==> src/rtl/core/mnst_pkg.sv <==
// ----------------------------------------------------------------------------
// mnst_pkg: shared definitions for the midi note state tracker
// operation and message codes, register indexes, sequencer states and the
// command and status bundles between controller and datapath
// ----------------------------------------------------------------------------
package mnst_pkg;

  // sizing defaults and limits
  localparam int NUM_NOTES_DEF  = 128;
  localparam int TIME_BITS_DEF  = 64;
  localparam int PORT_TIME_BITS = 64;
  localparam int MAX_NOTES      = 128;

  // extremes search tree: 16 groups of 8 keys, split in two halves
  localparam int GROUP_SIZE  = 8;
  localparam int GROUP_BITS  = 3;
  localparam int NUM_GROUPS  = 16;
  localparam int HALF_GROUPS = 8;

  // operation codes
  localparam logic [1:0] OP_APPLY = 2'd0;
  localparam logic [1:0] OP_CLEAR = 2'd2;

  // status byte high nibble
  localparam logic [3:0] KIND_NOTE_OFF = 4'h8;
  localparam logic [3:0] KIND_NOTE_ON  = 4'h9;
  localparam logic [3:0] KIND_CTRL     = 4'hB;

  // configuration register indexes
  localparam logic CFG_THRESHOLD  = 1'b0;
  localparam logic CFG_CONTROLLER = 1'b1;

  localparam logic [6:0] THRESHOLD_RST  = 7'd64;
  localparam logic [6:0] CONTROLLER_RST = 7'd64;

  // reported when no key is pressed (-1)
  localparam logic [7:0] NONE_HELD = 8'hFF;

  typedef enum logic [1:0] {
    ST_IDLE,
    ST_APPLY,
    ST_SCAN,
    ST_EMIT
  } state_t;

  typedef struct packed {
    logic capture;
    logic apply;
    logic scan;
    logic emit;
  } cmd_t;

  typedef struct packed {
    logic out_free;
  } status_t;

endpackage

==> src/rtl/core/mnst_ctrl.sv <==
// ----------------------------------------------------------------------------
// mnst_ctrl: request sequencer
// steps each request through capture, table update, scan and result load
// ----------------------------------------------------------------------------
module mnst_ctrl (
  input  logic             clk,
  input  logic             rst,
  input  logic             in_valid,
  output logic             in_stall,
  input  mnst_pkg::status_t status,
  output mnst_pkg::cmd_t    cmd
);

  mnst_pkg::state_t state;
  mnst_pkg::state_t state_next;

  always_ff @(posedge clk) begin
    if (rst) begin
      state <= mnst_pkg::ST_IDLE;
    end else begin
      state <= state_next;
    end
  end

  always_comb begin
    state_next = state;
    cmd        = '0;
    unique case (state)
      mnst_pkg::ST_IDLE: begin
        if (in_valid) begin
          cmd.capture = 1'b1;
          state_next  = mnst_pkg::ST_APPLY;
        end
      end
      mnst_pkg::ST_APPLY: begin
        cmd.apply  = 1'b1;
        state_next = mnst_pkg::ST_SCAN;
      end
      mnst_pkg::ST_SCAN: begin
        cmd.scan   = 1'b1;
        state_next = mnst_pkg::ST_EMIT;
      end
      mnst_pkg::ST_EMIT: begin
        // wait for the result register to free up
        if (status.out_free) begin
          cmd.emit   = 1'b1;
          state_next = mnst_pkg::ST_IDLE;
        end
      end
    endcase
  end

  assign in_stall = (state != mnst_pkg::ST_IDLE);

endmodule

==> config.mk <==
export PLATFORM = sky130hd
export DESIGN_NAME = mnst_ctrl
export DESIGN_NICKNAME = d
export VERILOG_FILES = /design/src/rtl/core/mnst_pkg.sv /design/src/rtl/core/mnst_ctrl.sv
export SDC_FILE = /design/constraint.sdc
export NUM_CORES = 1
export LEC_CHECK = 0
export BUFFER_PORTS_ARGS = -buffer_cell sky130_fd_sc_hd__buf_2
export CAP_MARGIN = 20
export CORE_AREA = 4 4 41 43
export CTS_CLUSTER_DIAMETER = 60
export DETAILED_ROUTE_END_ITERATION = 7
export DIE_AREA = 0 0 45 47
export GPL_TIMING_DRIVEN = 0
export PLACE_DENSITY = 0.37
export SLEW_MARGIN = 40
export SYNTH_ARGS = -nofsm -noshare
export SYNTH_HDL_FRONTEND = slang
export SYNTH_SLANG_ARGS = --single-unit
==> constraint.sdc <==
create_clock -name clk -period 2.6 [get_ports clk]
set_input_delay 0.13 -clock clk [delete_from_list [all_inputs] [get_ports clk]]
set_output_delay 0.13 -clock clk [all_outputs]
set_load 0.005 [all_outputs]
# == Word-level counts from Yosys, hierarchy flattened ==
# Index checks and enable logic that the tools add are counted.
# totals
register_bits,2
output_inout_bits,5
input_bits,4
elab_cells,18
# op_classes
n_mux,9
n_eq_ne,5
reduce_logical,3
# op_table
operator,count
2-bit one-hot mux with 4 select lines,1
1-bit 2-to-1 mux,6
2-bit == test (second input constant),2
2-bit 2-to-1 mux,2
2-bit != test (second input constant),2
2-bit by 1-bit == test with 1-bit output (second input constant),1
2-bit logical NOT,1
2-bit AND reduction,1
2-bit nonzero test,1

# == Depth between registers and ports, before layout ==
# logic_depth
ltp_word,3
mapped_depth,5
ltp_nobuf,5

# == Worst setup path after synthesis ==
# No wires, ideal clock.
# synth_path
path_kind,reg-to-reg
from,reg state[0]
to,reg state[0]
stages_incl_launch_ff,6
synth_period_minus_slack_ns,1.333
path_slack_ns,1.267
n_path_buf,0
t_required_ns,2.530
t_arrival_ns,1.263
setup_time_ns,0.070
path_cell_list,dfxtp_1 -> inv_1 -> ha_1 -> nor2b_2 -> or3_1 -> a21oi_1
# synth_via
elab_chain_len,3
word_cells_on_any_way,8
cone_classes,eq/ne (5); mux (1); reduce/logical (2)
# synth_lines
item,line_no,source
from (decl),mnst_ctrl.sv:14,mnst_pkg::state_t state;
from (signal assigned),mnst_ctrl.sv:19,state <= mnst_pkg::ST_IDLE;
from (signal assigned),mnst_ctrl.sv:21,state <= state_next;
2-bit == test or 2-bit logical NOT (tied branches),mnst_ctrl.sv:28,unique case (state)
2-bit != test (no line),n/a,
2-bit AND reduction (no line),n/a,
# Parallel ways exist; a longest one is shown, timed or not.
# A chain may end at the register's enable or synchronous reset.

# == Final worst setup path ==
# Ends and elaborated chain as after synthesis.

==> results summary <==
The number of detailed-routing iterations run before antenna repair came out at 2. The area of placed instances came out at 264.0 µm². The path with the worst hold slack has its endpoint at state[0]. Once layout is complete, the utilization of the core stands at 22.02%. The total chip power is approximately 0.32 mW. The number of fillers in the final layout is 161. The Yosys step of the flow raised 0 warnings.

Data on the critical path arrives at its endpoint at 1.59 ns. The HPWL after detailed placement is 325.8 µm. The largest registers in the layout are state (2).

The floorplan has 13 rows. By area the synthesized netlist is led by sky130_fd_sc_hd__ha_1 (30%), sky130_fd_sc_hd__dfxtp_1 (20%), sky130_fd_sc_hd__nor2_8 (9.8%), sky130_fd_sc_hd__nor2b_4 (6.7%), sky130_fd_sc_hd__inv_1 (5.5%). The post-synthesis cell count came out at 21.

The count of routing violations after the opening detailed-route iteration came out at 3. The biggest area contributor in the post-synthesis netlist is sky130_fd_sc_hd__ha_1. The number of port buffers came out at 8.

Timing would allow up to 697.1 MHz. The die outline area came out at approximately 0.0021 mm². The final total negative setup slack is 0 ns. The global-route usage over all layers came out at 4.574%.

The number of hold buffers added after CTS was 0. The register bit total from synthesis came out at 2. The core region is 0.001301 mm². state holds more flip-flops than any other register. The sequential share of the synthesized area came out at 19.51%. The clock passes through at most 2 buffers.

The count of unresolved DRC violations after routing came out at 0. The number of max-capacitance violations reported came out at 0. The final clock skew came out at 0.002477 ns. The pin count of the biggest net entering global routing came out at 5.

The netlist area before placement came out at 205.2 µm². The die is 45 µm wide. The minimum setup slack after placement came out at 1.164 ns. The net count of the mapped netlist is 30. The number of standard cells in the layout, taps in and fillers out came out at 47.

The share of the synthesized area in the top cell type is 30.49%. The per-cell routed wire length is 8.234 µm. The H-tree depth reported by CTS came out at 1. The number of clock buffers inserted by TritonCTS came out at 3.

Of the cells placed in the final design, the portion with a size suffix greater than 1 is 46.88%. Along the worst path, the maximum fanout reaches 4. The number of vias after detailed routing came out at 165. In this run the critical register-to-register path is captured at state[0]. Using the TritonRoute via totals, the vias-per-cell ratio works out to 3.511. TritonCTS built the clock tree. Setup repair after global routing left no endpoint under its margin.

The effective utilization at floorplan came out at between 10% and 20%. 0 antenna diodes ended up in the layout. The smallest clock period supported by the final layout is computed as 1.435 ns.

The area added between synthesis and finish is 39.63%. STA classifies the critical path startpoint as a flop. The number of antenna violations at the first check in global routing is 0. The source of the worst register-to-register timing path is state[0]. The run finished with clean final reports. The maximum vdd ir drop is 0.2942 mV. In this run the power density over the cells is 1122 mW/mm².

Headroom to the max-slew limit came out at between 80% and 90%. In the final design database the tool counted 43 nets. The register-to-register setup slack came out at 1.17 ns. Setup violations remaining at the end of the flow were counted as 0. The flip-flop count of the largest register after layout is 2. The transition at the pin with the smallest max-transition slack is 0.2169 ns. Post-CTS timing repair inserted 0 buffers for setup. CTS saw 2 sinks. The final hold violation count came out at 0. The required time at the worst-slack endpoint is 2.75 ns. The via count of the first global-routing pass came out at 168. Once placement completed, the tool counted placed cells totaling 44. The total non-filler cell area in the finished layout is 286.5 µm². The category of the worst setup path capture point is a flop. The max-slew violation total from the final report came out at 0. Summed over all layers, the global routing overflow is 0. The static leakage power is 0.1452 nW. The first global-routing pass estimated 669 µm of wire. In this run the most critical hold path is launched from rst.

Dividing the final minimum period by the clock period gives 55.17%. In this run the worst hold path is classified as in -> reg. The final wirelength is 387 µm. Measured in cells, the most critical reg-to-reg path has a length of 5. The type of the worst setup path is reg -> reg. The die height came out at 47 µm. The average instance area after synthesis came out at 9.771 µm². The number of stages on the worst hold path came out at 2. The weighted congestion at the end of routability-driven global placement came out at a little under 0.7. Gates resized during post-CTS repair numbered 0. The tightest hold margin came out at 0.07962 ns. The worst setup margin came out at 1.165 ns. The source-to-sink clock delay at the later pin of the worst-skew pair is 0.22 ns.

The tree is rooted in a sky130_fd_sc_hd__clkbuf_4. The clock transition time at the flip-flop clock pins of the worst setup and hold paths is 0.03 ns. The count of cell types in the netlist came out at 12. 9 I/O pins were placed. The residual antenna-violating net count after detailed routing came out at 0.
[report_power, final]
group / internal [mW] / switching [mW] / leakage (nW)
Clock: 0.0508 / 0.0160 / 0.0138
Combinational: 0.103 / 0.0907 / 0.115
Sequential: 0.0454 / 0.0155 / 0.0165
[worst max path at each step]
stage	startpoint	to	slack, ns	depth (start not counted)
2_1_floorplan	state[0]	state[0]	1.27	5
3_3_place_gp	state[0]	state[0]	1.17	5
3_5_place_dp	state[0]	state[0]	1.16	5
4_1_cts	state[0]	state[0]	1.15	5
5_1_grt	state[0]	state[1]	1.07	5
6_report	state[0]	state[0]	1.17	5
[cell type report]
cell class              count  area (µm²)  share of cell area (%)
clock buffers               3       22.52                   7.860
inverters                   3       11.26                   3.930
repair buffers              8       40.04                   13.97
flip-flops and latches      2       40.04                   13.97
multi-input cells          16       153.9                   53.71
well taps                  15       18.77                   6.550
[logic make-up after synthesis]
| group | synth area share [%] |
|---|---|
| AO/OA/AOI/OAI | 9.756 |
| adder cells (fa/ha/maj) | 30.49 |
| buffers and inverters | 5.487 |
| flip-flops | 19.51 |
| AND/OR/NAND/NOR | 34.76 |
[cell usage after synthesis]
master                    number
sky130_fd_sc_hd__and2_1        1
sky130_fd_sc_hd__o21ai_1       2
sky130_fd_sc_hd__or3_1         1
sky130_fd_sc_hd__inv_1         3
sky130_fd_sc_hd__nor2b_2       1
sky130_fd_sc_hd__nor2b_4       1
sky130_fd_sc_hd__and2_2        1
sky130_fd_sc_hd__dfxtp_1       2
sky130_fd_sc_hd__or3b_1        1
sky130_fd_sc_hd__nor2_8        1
sky130_fd_sc_hd__ha_1          5
sky130_fd_sc_hd__a21oi_1       2
[per-layer routing]
metal / global-route usage, % / vias to the layer above / routed length [µm]
li1: - / 91 / -
met1: 3.846 / 69 / 158
met2: 7.627 / 5 / 194
met3: 4.215 / 0 / 34
met4: 1.754 / 0 / 0
met5: 0 / - / 0
[critical path: stages, from the launching register on]
cell and delay, ns:
sky130_fd_sc_hd__dfxtp_1 0.37, sky130_fd_sc_hd__inv_1 0.09, sky130_fd_sc_hd__ha_1 0.23, sky130_fd_sc_hd__nor2b_2 0.18
sky130_fd_sc_hd__or3_1 0.36, sky130_fd_sc_hd__a21oi_1 0.14
[cell usage in the layout (no fill, tap or decap), drive strengths merged, types with 2 or more instances in the layout]
master  n
and2    2
inv     3
buf     8
nor2b   2
ha      5
clkbuf  3
dfxtp   2
a21oi   2
o21ai   2
Note: power is estimated with default switching activity, not from simulation.
